==> src/rtl/jlst_pkg.sv <==
// ----------------------------------------------------------------------------
// jlst_pkg
// Shared types, constants and fixed-point helpers of the trajectory planner.
// ----------------------------------------------------------------------------
package jlst_pkg;

  localparam int FracBits = 16;

  // Working word: 34-bit signed, product: 68-bit signed.
  typedef logic signed [33:0] w_t;
  typedef logic signed [67:0] p_t;

  localparam w_t Two      = w_t'(2 ** (FracBits + 1));
  localparam w_t Half     = w_t'(2 ** (FracBits - 1));
  localparam w_t Five     = w_t'(5 * (2 ** FracBits));
  localparam w_t ATol     = w_t'((2 ** FracBits + 50) / 100);
  localparam w_t Rpm2Rad  = 34'sd449767923;
  localparam w_t Tenth    = 34'sd429496730;
  localparam w_t Fiftieth = 34'sd85899346;
  // ceil(2^35 / 6): exact floor division by six for operands below 2^32
  localparam w_t Recip6   = 34'sd5726623062;
  localparam int Recip6Sh = 35;
  localparam w_t Int32Max = 34'sd2147483647;
  localparam w_t Int32Min = -34'sd2147483648;

  localparam int StepCnt = 32;
  localparam int CntW    = $clog2(StepCnt);

  // Configuration register indexes
  localparam logic [2:0] CfgSpeed  = 3'd0;
  localparam logic [2:0] CfgAccel  = 3'd1;
  localparam logic [2:0] CfgJerk   = 3'd2;
  localparam logic [2:0] CfgTick   = 3'd3;
  localparam logic [2:0] CfgSettle = 3'd4;
  localparam logic [2:0] CfgStopT  = 3'd5;

  typedef enum logic [1:0] {
    CASE_STUCK   = 2'd0,
    CASE_GENTLE  = 2'd1,
    CASE_SETTLED = 2'd2,
    CASE_RAMP    = 2'd3
  } case_e;

  // Multiplier operations
  typedef enum logic [4:0] {
    OP_T2, OP_T3, OP_SMAX, OP_AMAX, OP_JMAX, OP_TGT, OP_MEAS,
    OP_CORR, OP_INCP, OP_INCS, OP_SQIN,
    OP_VA, OP_VJ, OP_AJ, OP_I1, OP_I2, OP_I3, OP_I6
  } op_e;

  typedef struct packed {
    op_e  op;
    logic load_in;
    logic mul_issue;
    logic mul_wb;
    logic decide;
    logic sqrt_step;
    logic des;
    logic div_step;
    logic jsel;
    logic snap;
    logic fin;
  } cmd_t;

  typedef struct packed {
    logic pull;
    logic settle;
    logic skip_div;
  } sts_t;

  // Round to nearest, ties toward plus infinity, then arithmetic shift.
  function automatic w_t rnd_sh(p_t p, int s);
    p_t r;
    r = (p + (p_t'(1) <<< (s - 1))) >>> s;
    return w_t'(r);
  endfunction

  function automatic w_t clampw(w_t v, w_t lo, w_t hi);
    return (v < lo) ? lo : ((v > hi) ? hi : v);
  endfunction

endpackage

==> src/rtl/jlst_ctrl.sv <==
// ----------------------------------------------------------------------------
// jlst_ctrl
// Sequencer of the planner: steps the shared multiplier, sqrt and divider.
// ----------------------------------------------------------------------------
module jlst_ctrl import jlst_pkg::*; (
  input  logic clk_i,
  input  logic rst_ni,
  input  logic in_valid_i,
  output logic in_ready_o,
  output logic out_valid_o,
  input  logic out_ready_i,
  input  sts_t sts_i,
  output cmd_t cmd_o
);

  typedef enum logic [9:0] {
    ST_IDLE   = 10'b00_0000_0001,
    ST_MUL0   = 10'b00_0000_0010,
    ST_MUL1   = 10'b00_0000_0100,
    ST_DECIDE = 10'b00_0000_1000,
    ST_SQRT   = 10'b00_0001_0000,
    ST_DES    = 10'b00_0010_0000,
    ST_DIV    = 10'b00_0100_0000,
    ST_JSEL   = 10'b00_1000_0000,
    ST_SNAP   = 10'b01_0000_0000,
    ST_FIN    = 10'b10_0000_0000
  } state_e;

  state_e state_q, state_d;
  op_e op_q, op_d;
  logic [CntW-1:0] cnt_q, cnt_d;
  logic out_valid_q, out_valid_d;
  logic out_free;
  logic cnt_last;

  assign out_free = !out_valid_q || out_ready_i;
  assign cnt_last = (cnt_q == CntW'(StepCnt - 1));

  always_comb begin
    state_d = state_q;
    op_d    = op_q;
    cnt_d   = cnt_q;
    out_valid_d = out_valid_q && !out_ready_i;
    case (state_q)
      ST_IDLE: begin
        if (in_valid_i) begin
          op_d    = OP_T2;
          state_d = ST_MUL0;
        end
      end
      ST_MUL0: state_d = ST_MUL1;
      ST_MUL1: begin
        state_d = ST_MUL0;
        case (op_q)
          OP_T2:   op_d = OP_T3;
          OP_T3:   op_d = OP_SMAX;
          OP_SMAX: op_d = OP_AMAX;
          OP_AMAX: op_d = OP_JMAX;
          OP_JMAX: op_d = OP_TGT;
          OP_TGT:  op_d = OP_MEAS;
          OP_MEAS: state_d = ST_DECIDE;
          OP_CORR: op_d = OP_INCP;
          OP_SQIN: begin
            cnt_d   = '0;
            state_d = ST_SQRT;
          end
          OP_VA:   op_d = OP_VJ;
          OP_VJ:   op_d = OP_AJ;
          OP_AJ:   state_d = ST_SNAP;
          OP_I1:   op_d = OP_I2;
          OP_I2:   op_d = OP_I3;
          OP_I3:   op_d = OP_I6;
          default: state_d = ST_FIN;
        endcase
      end
      ST_DECIDE: begin
        state_d = ST_MUL0;
        if (sts_i.pull) begin
          op_d = OP_CORR;
        end else if (sts_i.settle) begin
          op_d = OP_INCS;
        end else begin
          op_d = OP_SQIN;
        end
      end
      ST_SQRT: begin
        cnt_d = cnt_q + 1'b1;
        if (cnt_last) begin
          state_d = ST_DES;
        end
      end
      ST_DES: begin
        cnt_d   = '0;
        state_d = sts_i.skip_div ? ST_JSEL : ST_DIV;
      end
      ST_DIV: begin
        cnt_d = cnt_q + 1'b1;
        if (cnt_last) begin
          state_d = ST_JSEL;
        end
      end
      ST_JSEL: begin
        op_d    = OP_VA;
        state_d = ST_MUL0;
      end
      ST_SNAP: begin
        op_d    = OP_I1;
        state_d = ST_MUL0;
      end
      ST_FIN: begin
        if (out_free) begin
          out_valid_d = 1'b1;
          state_d     = ST_IDLE;
        end
      end
      default: state_d = ST_IDLE;
    endcase
  end

  always_ff @(posedge clk_i or negedge rst_ni) begin
    if (!rst_ni) begin
      state_q     <= ST_IDLE;
      op_q        <= OP_T2;
      cnt_q       <= '0;
      out_valid_q <= 1'b0;
    end else begin
      state_q     <= state_d;
      op_q        <= op_d;
      cnt_q       <= cnt_d;
      out_valid_q <= out_valid_d;
    end
  end

  assign in_ready_o  = (state_q == ST_IDLE);
  assign out_valid_o = out_valid_q;

  always_comb begin
    cmd_o           = '0;
    cmd_o.op        = op_q;
    cmd_o.load_in   = (state_q == ST_IDLE) && in_valid_i;
    cmd_o.mul_issue = (state_q == ST_MUL0);
    cmd_o.mul_wb    = (state_q == ST_MUL1);
    cmd_o.decide    = (state_q == ST_DECIDE);
    cmd_o.sqrt_step = (state_q == ST_SQRT);
    cmd_o.des       = (state_q == ST_DES);
    cmd_o.div_step  = (state_q == ST_DIV);
    cmd_o.jsel      = (state_q == ST_JSEL);
    cmd_o.snap      = (state_q == ST_SNAP);
    cmd_o.fin       = (state_q == ST_FIN) && out_free;
  end

endmodule

==> config.mk <==
export PLATFORM = sky130hd
export DESIGN_NAME = jlst_ctrl
export DESIGN_NICKNAME = d
export VERILOG_FILES = /design/src/rtl/jlst_pkg.sv /design/src/rtl/jlst_ctrl.sv
export SDC_FILE = /design/constraint.sdc
export NUM_CORES = 1
export LEC_CHECK = 0
export BUFFER_PORTS_ARGS = -buffer_cell sky130_fd_sc_hd__buf_2
export CAP_MARGIN = 5
export CORE_UTILIZATION = 55
export CTS_BUF_LIST = sky130_fd_sc_hd__clkbuf_16
export DETAILED_ROUTE_END_ITERATION = 12
export PLACE_DENSITY = 0.8
export SYNTH_ARGS = -nofsm -noshare
export SYNTH_HDL_FRONTEND = slang
export SYNTH_SLANG_ARGS = --single-unit
==> constraint.sdc <==
create_clock -name clk_i -period 3 [get_ports clk_i]
set_clock_uncertainty 0.05 [all_clocks]
set_input_delay 0.45 -clock clk_i [delete_from_list [all_inputs] [get_ports clk_i]]
set_output_delay 0.45 -clock clk_i [all_outputs]
set_load 0.01 [all_outputs]
==> summary.txt, run 1 <==
Outcome
  – Status: finished, final reports clean

Timing
  – Fmax: 0.3964 GHz
  – Tmin final: 2523 ps
  – Period utilisation layout: 84.09%
  – Final Hold Slack: between 90 and 100 ps
  – Setup violators final: 0
  – Worst Tran Pin Value: 593.5 ps
  – Final hold vios: 0
  – Setup TNS Final: 0 ps
  – RSZ-0062 raised after global routing: false
  – Max_slew headroom: 60.07%
  – Fin. max-slew vios: 0
  – Min setup slack post-route: 477.2 ps

Die
  – Vert. Die Dim: 52.68 um
  – Core Footprint: 2455 um^2
  – Num rows: 18
  – Initial Util: 57.54%
  – Die Span X: 52.68 um
  – Die Area: 2775 um^2
  – Number of I/O pins: 24

Detailed routing
  – ANT nets after route: 0
  – Post-Route WL: 3324 um
  – Initial DRC count: 54
  – Vias: 1266
  – Routed wire per std cell: 16.29 um
  – Drt via density: between 6 and 7
  – Pre-Repair DR Iteration Count: 4
  – DRC Markers: 0

Clocking
  – CTS resizes: 0
  – CTS clk-pin slew, worst paths: 60 ps
  – Max Root-Sink Buffers: 2
  – H-Tree Depth: 1
  – Clk_lat worst skew: around 250 ps
  – Inserted Clock Buffers: 3
  – TritonCTS clock tree: built
  – Hold buffers post-CTS: 0
  – Post-CTS Setup Bufs: 0
  – Sink Count: 21
  – Root Buffer: clkbuf_16

Global route
  – Vias in the first global route: ~1200
  – Largest net degree at the start of global routing: 22
  – Initial antenna violation count: 0
  – Gr ovfl total: 0
  – First-pass GRT wire length: 5754 um
  – GRT Util Overall: 28.68%

Worst setup path
  – CP arrival: approximately 2000 ps
  – Worst reg2reg endpoint: op_q[4]
  – Required time of the critical path: 2500 ps
  – R2R Setup Slk: 690 ps
  – Worst r2r src: state_q[5]
  – Critical path peak fanout: 10
  – Crit path capture type: primary output
  – Critical Setup Path Class: flip-flop to primary output
  – Critical path launch point type: flip-flop
  – Cell count of the worst reg-to-reg path: 6

Yosys
  – Seq cells post-synth: 21
  – EDFF count, synth: 0
  – Unique masters post-synth: 46
  – Post-synthesis sequential area ratio: between 30% and 40%
  – Dominant synthesized flop cell: dfrtp_1
  – Synth warn: 0
  – Avg Inst Size Synth: 9.114 um^2
  – Synth Instances: 155
  – Synthesized area: 1413 um^2
  – Post-synth ARST share: 100.0%
  – Synthesized netlist net count: 164

Pwr
  – Pwr/cell area: 596.6 nW/um^2
  – Worst vdd ir: 0.0004141 V
  – Leakage: approximately 0.73 nW
  – Tot Pwr: 0.9532 mW

Flow run
  – Max-cap violations: 0

Cells and area
  – Final instance area: about 1600 um^2
  – Synth-to-Final Area Change: 13.11%
  – N_diodes: 0
  – Non-Filler Instances: ~200
  – Layout cell share with drive strength beyond 1: 22.99%
  – Filler Cell Count: 202
  – Final core utilization: around two thirds
  – Most frequent cells in the layout: buf_2 (23), dfrtp_1 (20), o21ai_0 (13)
  – Most common cell after layout, fill and taps aside: buf_2
  – Nets: 184

Placement
  – HPWL Detailed: approximately 2500 um
  – Cell count after placement: 200
  – Post-DP Area: 1519 um^2
  – Gpl congestion: 0.8841
  – Place WS: 724.6 ps
  – IO buf count: 23

Worst hold path
  – Tightest Hold Check Type: primary input to async pin
==> cell type report <==
type | instances | area [um^2] | area share (%)
timing repair buffer | 23 | 115.1 | 7.204
tap | 30 | 37.54 | 2.349
multi-input combinational | 115 | 797.0 | 49.88
sequential | 21 | 526.8 | 32.97
clock inverter | 1 | 3.754 | 0.2349
inverter | 11 | 42.54 | 2.662
clock buffer | 3 | 75.07 | 4.699
==> per-layer routing <==
metal	share of wire (%)	global-route usage (%)	vias to the layer above
met5	0	0	-
met4	1.7	10.96	0
li1	-	-	610
met2	48	44.51	39
met1	45	39.64	610
met3	4.7	4.638	7
==> worst max-delay path, stage by stage, from the launching register on <==
cell and delay [ps]:
dfrtp_1 500, or4_4 610, or3_4 440, clkinv_2 90, buf_2 130
==> cells by family after synthesis <==
family / synth area share, %
simple gates: 32.51
compound gates: 19.04
fa+ha+maj: 1.771
buf+inv: 6.287
xor+xnor: 3.101
flops: 37.29
==> cell usage after synthesis, types with 2 or more instances <==
| library cell | number | share of area, % |
|---|---|---|
| o22ai_1 | 3 | 1.3 |
| ha_1 | 2 | 1.8 |
| inv_1 | 9 | 2.4 |
| nor2b_1 | 5 | 2.2 |
| nand4_1 | 4 | 1.8 |
| a221oi_1 | 2 | 1.2 |
| and3b_1 | 2 | 1.2 |
| nor3_1 | 6 | 2.1 |
| a21oi_1 | 5 | 1.8 |
| xor2_1 | 3 | 1.9 |
| nor4_1 | 4 | 1.8 |
| clkbuf_1 | 4 | 1.1 |
| nand3_1 | 4 | 1.4 |
| nor4_4 | 2 | 3.0 |
| nand2b_1 | 3 | 1.3 |
| or4_4 | 4 | 3.2 |
| and3_1 | 3 | 1.3 |
| nor2_1 | 12 | 3.2 |
| nor3b_1 | 4 | 2.1 |
| nor4b_1 | 2 | 1.2 |
| buf_4 | 2 | 1.1 |
| dfrtp_1 | 20 | 35 |
| xnor2_1 | 2 | 1.2 |
| a22o_1 | 3 | 1.9 |
| nand2_1 | 10 | 2.7 |
| o21ai_1 | 3 | 1.1 |
| o21ai_0 | 13 | 4.6 |
==> power breakdown <==
group          total, mW  internal [mW]  switching (mW)
registers          0.354          0.309          0.0458
logic              0.314          0.127           0.187
clock network      0.284          0.178           0.106
==> state kept, by name (all words and copies together) (netlist names) <==
register / cells
cnt_q: 5
op_q: 5
state_q: 10
out_valid_o: 1
==> how the worst max path moves through the flow <==
stage / cells past startpoint / startpoint / slack [ps] / to
final: 4 / state_q[5] / 480 / cmd_o[7]
after global routing: 4 / state_q[2] / 320 / cmd_o[5]
after CTS: 4 / state_q[5] / 490 / cmd_o[7]
after detailed placement: 6 / state_q[5] / 720 / op_q[4]
after global placement: 6 / state_q[5] / 720 / op_q[4]
after floorplan: 7 / state_q[5] / 860 / op_q[4]
(Power assumes the default switching activity.)
==> run 2: changes to the inputs <==
--- a/config.mk
+++ b/config.mk
@@ -7,10 +7,10 @@
 export LEC_CHECK = 0
 export BUFFER_PORTS_ARGS = -buffer_cell sky130_fd_sc_hd__buf_2
 export CAP_MARGIN = 5
-export CORE_UTILIZATION = 55
+export CORE_UTILIZATION = 50
 export CTS_BUF_LIST = sky130_fd_sc_hd__clkbuf_16
 export DETAILED_ROUTE_END_ITERATION = 12
-export PLACE_DENSITY = 0.8
+export PLACE_DENSITY = 0.77
 export SYNTH_ARGS = -nofsm -noshare
 export SYNTH_HDL_FRONTEND = slang
 export SYNTH_SLANG_ARGS = --single-unit
==> constraint.sdc (replaced) <==
create_clock -name clk_i -period 2.2 [get_ports clk_i]
set_clock_uncertainty 0.05 [all_clocks]
set_input_delay 0.33 -clock clk_i [delete_from_list [all_inputs] [get_ports clk_i]]
set_output_delay 0.33 -clock clk_i [all_outputs]
set_load 0.01 [all_outputs]
==> run 2 against run 1 <==
Compared with the run above:
- worst setup slack got worse by 470 ps
- largest cell class unchanged
- critical path depth stayed put
- count of clock-buffer cells in the layout did not move
- highest routed layer unchanged
- hold slack improved by 140 ps
==> summary.txt, run 2 (synthesized netlist as in run 1, its figures left out) <==
Outcome
  – Status: finished, final reports clean

Worst setup path
  – Critical path peak fanout: 4 (-6)
  – Buf+Inv Stages, Crit Path: 2 (unchanged)
  – Critical Setup Path Class: flip-flop to primary output
  – Crit-path max cell delay: 540 ps (-70 ps)
  – Crit-path slowest cell: or4_4
  – Delay-heaviest family, CP: simple AND/OR/NAND/NOR gates
  – R2R Setup Slk: 50 ps (-640 ps)
  – Crit path capture type: primary output
  – Critical path, cell by cell: or4_4, or3_4, clkinv_4, buf_6
  – CP arrival: 1810 ps (-210 ps)
  – Critical path launch point type: flip-flop
  – Required time of the critical path: 1820 ps (-680 ps)

Worst hold path
  – Tightest Hold Check Type: primary input to flip-flop

Die
  – Die Span X: 55.15 um (+4.7%)
  – Initial Util: 55.02% (-2.5 points)
  – Core Footprint: 2567 um^2 (+4.6%)
  – Vert. Die Dim: 55.15 um (+4.7%)
  – Num rows: 18 (unchanged)
  – Die Area: 3042 um^2 (+9.6%)
  – Number of I/O pins: 24 (unchanged)

Clocking
  – CTS clk-pin slew, worst paths: 60 ps (about the same)
  – Max Root-Sink Buffers: 2 (unchanged)
  – Clk_lat worst skew: 250 ps (about the same)
  – Sink Count: 21 (unchanged)
  – Inserted Clock Buffers: 3 (unchanged)
  – TritonCTS clock tree: built
  – H-Tree Depth: 1 (unchanged)
  – Root Buffer: clkbuf_16

Detailed routing
  – Post-Route WL: 3875 um (+17%)
  – Routed wire per std cell: 17.45 um (+7.1%)
  – Vias: 1386 (+9.5%)
  – ANT nets after route: 0 (unchanged)
  – Initial DRC count: 50 (-7.4%)
  – DRC Markers: 0 (unchanged)
  – Drt via density: 6.243 (+0.60%)
  – Pre-Repair DR Iteration Count: 4 (unchanged)

Cells and area
  – Layout cell share with drive strength beyond 1: 36.46% (+13 points)
  – Synth-to-Final Area Change: 31.00%
  – Largest Register: state_q
  – Filler Cell Count: 171 (-15%)
  – Nets: 202 (+9.8%)
  – Register area: 530.5 um^2 (+0.71%)
  – Most frequent cells in the layout: buf_2 (22), dfrtp_1 (17), buf_4 (17)
  – Non-Filler Instances: 222 (+8.8%)
  – Multi-input logic area: 898.4 um^2 (+13%)
  – Largest registers: state_q x10, cnt_q x5, op_q x5
  – N_diodes: 0 (unchanged)
  – Max FFs per register: 10 (unchanged)
  – Most common cell after layout, fill and taps aside: buf_2

Pwr
  – Pint: 0.9080 mW (+48%)
  – P_sw: 0.5093 mW (+50%)
  – Sequential share of power: 33.5% (-3.7 points)
  – Combinational power share: 39.7% (+6.7 points)
  – Switching Share: 35.93% (+0.28 points)
  – Tot Pwr: 1.417 mW (+49%)
  – Leakage: 0.8444 nW (+16%)
  – Clock Power Share: 26.8% (-3.0 points)
  – Worst vdd ir: 0.0007103 V (+72%)
  – Pwr/cell area: 765.9 nW/um^2 (+28%)

Timing
  – Fin. max-slew vios: 0 (unchanged)
  – RSZ-0062 raised after global routing: true
  – Fmax: approximately 0.46 GHz
  – Worst Tran Pin Value: 523.9 ps (-69.61 ps)
  – Max_slew headroom: 64.80% (+4.7 points)
  – Min setup slack post-route: 10.91 ps (-466.3 ps)
  – Period utilisation layout: 99.50%
  – Tmin final: 2189 ps
  – Setup violators final: 0 (unchanged)
  – Final hold vios: 0 (unchanged)

Placement
  – IO buf count: 23 (unchanged)
  – Cell count after placement: 209 (+4.5%)
  – Gpl congestion: 0.8565 (-3.1%)
  – HPWL Detailed: 2613 um (+4.7%)
  – Place WS: -1.798 ps (-726.4 ps)

Global route
  – First-pass GRT wire length: 5885 um (+2.3%)
  – GRT Util Overall: 27.92% (-0.75 points)
  – Largest net degree at the start of global routing: 22 (unchanged)
  – Vias in the first global route: 1280 (+3.1%)
  – Initial antenna violation count: 0 (unchanged)
  – Gr ovfl total: 0 (unchanged)

Flow run
  – Max-cap violations: 0 (unchanged)
## run 2: changes by cell type in the layout (fill, tap and decap cells not counted), moves of 2 or more
cell,change
nor4b_1,-2
dfrtp_2,+3
nor3_2,+2
buf_4,+17
nor4_4,+2
nor3b_1,-2
nor3b_2,+2
dfrtp_1,-3
nor3_1,-3
## run 2: worst reg2reg max path, cell delays in order (launching register included)
cell,delay (ps)
dfrtp_1,450
or4_4,580
or4_4,540
o221ai_4,230
nand2_1,80
o21ai_0,120
## run 2: layout make-up
class,count,share of cell area [%]
sequential,21,28.67
clock inverter,1,0.2028
tap,30,2.028
inverter,11,2.502
timing repair buffer,41,14.00
clock buffer,3,4.057
multi-input combinational,115,48.55
## run 2: power by group through the flow
stage | logic [mW] | clock network [mW] | registers [mW]
3_3_place_gp | 0.454 | 0 | 0.475
6_report | 0.562 | 0.380 | 0.475
4_1_cts | 0.522 | 0.385 | 0.470
3_5_place_dp | 0.470 | 0 | 0.476
5_1_grt | 0.609 | 0.401 | 0.477
2_1_floorplan | 0.357 | 0 | 0.447
## run 2: worst paths after layout
| path | start | end | cells past startpoint |
|---|---|---|---|
| max reg2reg | state_q[2] | state_q[6] | 5 |
| max in group asynchronous | rst_ni | state_q[7] | 2 |
| max | state_q[3] | cmd_o[7] | 4 |
| min | out_ready_i | out_valid_o | 2 |
| min in group asynchronous | rst_ni | state_q[2] | 2 |
| min reg2reg | cnt_q[2] | cnt_q[2] | 1 |
## run 2: timing repair
item,CTS,global route
pin swaps,3,5
setup buffers,7,1
gates resized for setup,9,12
setup endpoints to repair,8,11
endpoints found under the hold margin,8,0
hold buffers,1,0
## run 2: layer usage
layer	global-route usage [%]	vias to the layer above	part of all wire [%]
li1	-	651	-
met2	45.78	60	47
met3	2.459	11	5.7
met4	11.25	0	2.1
met5	0	-	0
met1	37.67	664	45
## run 2: metrics by stage
step                      setup TNS [ps]  hold WS, ps  util, %  cell area, um^2
after detailed placement          -1.798        262.1    61.79             1587
final                                  0        234.4    72.08             1851
after floorplan                        0       -15.59        -             1413
after CTS                              0        233.2    68.86             1768
after global routing              -126.1        254.2    72.08             1851
after global placement            -2.972        264.4    61.79             1587
==> run 3: changes to the inputs <==
--- a/config.mk
+++ b/config.mk
@@ -5,7 +5,7 @@
 export SDC_FILE = /design/constraint.sdc
 export NUM_CORES = 1
 export LEC_CHECK = 0
-export BUFFER_PORTS_ARGS = -buffer_cell sky130_fd_sc_hd__buf_2
+export BUFFER_PORTS_ARGS = -buffer_cell sky130_fd_sc_hd__buf_4
 export CAP_MARGIN = 5
 export CORE_UTILIZATION = 50
 export CTS_BUF_LIST = sky130_fd_sc_hd__clkbuf_16
==> run 3 against run 2 <==
Compared with the run above:
- routed wire length grew 1.1%
- first-iteration DRC count is 26% lower
- die area stayed put
- sequential power about the same
- sequential cell count unchanged
- via count decreased by 0.65%
==> summary.txt, run 3 (synthesized netlist as in run 1, its figures left out) <==
Cells and area
  – Layout cell share with drive strength beyond 1: 35.42% (-1.0 points)
  – Most frequent cells in the layout: buf_4 (39), dfrtp_1 (18), o21ai_0 (13)
  – Non-Filler Instances: 222 (unchanged)
  – Filler Cell Count: 176 (+2.9%)
  – Largest Register: state_q
  – Max FFs per register: 10 (unchanged)
  – Final core utilization: 73.64% (+1.6 points)
  – N_diodes: 0 (unchanged)
  – Most common cell after layout, fill and taps aside: buf_4
  – Largest registers: state_q x10, cnt_q x5, op_q x5
  – Nets: 202 (unchanged)
  – Synth-to-Final Area Change: 33.84%
  – Final instance area: 1891 um^2 (+2.2%)

Placement
  – IO buf count: 23 (unchanged)
  – Gpl congestion: 0.8781 (+2.5%)
  – Cell count after placement: 213 (+1.9%)
  – Post-DP Area: 1674 um^2 (+5.5%)
  – Place WS: 19.71 ps (+21.51 ps)
  – HPWL Detailed: 2781 um (+6.4%)

Detailed routing
  – ANT nets after route: 0 (unchanged)
  – Post-Route WL: 3916 um (+1.1%)
  – Initial DRC count: 37 (-26%)
  – DRC Markers: 0 (unchanged)
  – Routed wire per std cell: 17.64 um (+1.1%)
  – Drt via density: 6.203 (-0.65%)
  – Vias: 1377 (-0.65%)
  – Pre-Repair DR Iteration Count: 4 (unchanged)

Pwr
  – Pint: 0.9261 mW (+2.0%)
  – Sequential share of power: 33.3% (-0.2 points)
  – Pwr/cell area: 757.6 nW/um^2 (-1.1%)
  – Worst vdd ir: 0.0006883 V (-3.1%)
  – Leakage: 0.8521 nW (+0.91%)
  – Switching Share: 35.35% (-0.59 points)
  – P_sw: 0.5063 mW (-0.59%)
  – Clock Power Share: 26.2% (-0.6 points)
  – Combinational power share: 40.5% (+0.8 points)
  – Tot Pwr: 1.432 mW (+1.1%)

Clocking
  – Root Buffer: clkbuf_16
  – Sink Count: 21 (unchanged)
  – Clk_lat worst skew: 250 ps (about the same)
  – Inserted Clock Buffers: 3 (unchanged)
  – CTS clk-pin slew, worst paths: 60 ps (about the same)
  – TritonCTS clock tree: built
  – H-Tree Depth: 1 (unchanged)
  – Max Root-Sink Buffers: 2 (unchanged)

Worst setup path
  – Critical Setup Path Class: flip-flop to primary output
  – Crit path capture type: primary output
  – Critical path, cell by cell: or4_4, or3_4, inv_4, buf_6
  – Crit-path max cell delay: 540 ps (about the same)
  – Critical path launch point type: flip-flop
  – CP arrival: 1800 ps (about the same)
  – Crit-path slowest cell: or4_4
  – Required time of the critical path: 1820 ps (about the same)
  – Critical path peak fanout: 4 (unchanged)

Timing
  – Setup TNS Final: 0 ps (unchanged)
  – Fmax: 0.4579 GHz (+0.24%)
  – Setup violators final: 0 (unchanged)
  – Worst Tran Pin Value: 615.6 ps (+91.65 ps)
  – Max_slew headroom: 58.68% (-6.1 points)
  – Final hold vios: 0 (unchanged)
  – Fin. max-slew vios: 0 (unchanged)
  – Tmin final: 2184 ps (-5.266 ps)
  – Final Hold Slack: 230.2 ps (-4.224 ps)
  – Period utilisation layout: 99.26% (-0.24 points)
  – RSZ-0062 raised after global routing: true
  – Min setup slack post-route: 16.18 ps (+5.266 ps)

Global route
  – Vias in the first global route: 1266 (-1.1%)
  – Initial antenna violation count: 0 (unchanged)
  – Largest net degree at the start of global routing: 22 (unchanged)
  – First-pass GRT wire length: 6058 um (+2.9%)
  – Gr ovfl total: 0 (unchanged)
  – GRT Util Overall: 29.23% (+1.3 points)

Die
  – Initial Util: 55.02% (unchanged)
  – Die Area: 3042 um^2 (unchanged)
  – Number of I/O pins: 24 (unchanged)
  – Vert. Die Dim: 55.15 um (unchanged)
  – Num rows: 18 (unchanged)
  – Core Footprint: 2567 um^2 (unchanged)
  – Die Span X: 55.15 um (unchanged)

Worst hold path
  – Tightest Hold Check Type: primary input to flip-flop

Flow run
  – Max-cap violations: 0 (unchanged)

Outcome
  – Status: finished, final reports clean
-- run 3: changes by cell type in the layout (fill, tap and decap cells not counted), sizes merged --
cell    delta
inv        +1
clkinv     -1
-- run 3: power by group through the flow --
stage               Combinational (mW)  Clock, mW  Sequential, mW
floorplan                        0.357          0           0.447
global placement                 0.493          0           0.475
detailed placement               0.505          0           0.476
CTS                              0.536      0.383           0.469
global route                     0.631      0.405           0.477
finish                           0.581      0.375           0.477
-- run 3: path summary, 6_finish.rpt --
path / startpoint / slack, ps / end / cells after the start
max reg2reg: state_q[6] / 100 / op_q[4] / 6
max in group asynchronous: rst_ni / 1380 / state_q[0] / 2
min in group asynchronous: rst_ni / 450 / state_q[2] / 2
min reg2reg: cnt_q[2] / 460 / cnt_q[2] / 1
min: out_ready_i / 230 / out_valid_o / 2
max: state_q[6] / 20 / cmd_o[7] / 4
-- run 3: repair_timing --
action | 4_1_cts | 5_1_grt
pin swaps | 2 | 3
setup endpoints to repair | 7 | 10
endpoints found under the hold margin | 20 | 0
gates resized for setup | 7 | 12
gates cloned | 0 | 0
hold buffers | 1 | 0
buffers inserted | 3 | 1
-- run 3: cell type report --
| class | count | area (um^2) | area share (%) |
|---|---|---|---|
| Clock inverter | 1 | 3.754 | 0.1985 |
| Clock buffer | 3 | 75.07 | 3.971 |
| Sequential cell | 21 | 529.3 | 27.99 |
| Tap cell | 30 | 37.54 | 1.985 |
| Timing Repair Buffer | 41 | 314.1 | 16.61 |
| Inverter | 11 | 43.79 | 2.316 |
| Multi-Input combinational cell | 115 | 887.1 | 46.92 |
-- run 3: worst max-delay path: cells and delay by family, from the launching register on --
family / cells / cell delay (ps)
buffers and inverters: 2 / 190
and+or+nand+nor: 2 / 960
DFF: 1 / 400
-- run 3: layer usage --
metal  vias to the layer above  part of all wire, %  GRT usage, %
li1                        652                    -             -
met1                       663                   44         36.26
met2                        52                   49         50.00
met3                        10                  5.3         5.191
met4                         0                  1.6         11.25
met5                         -                    0             0
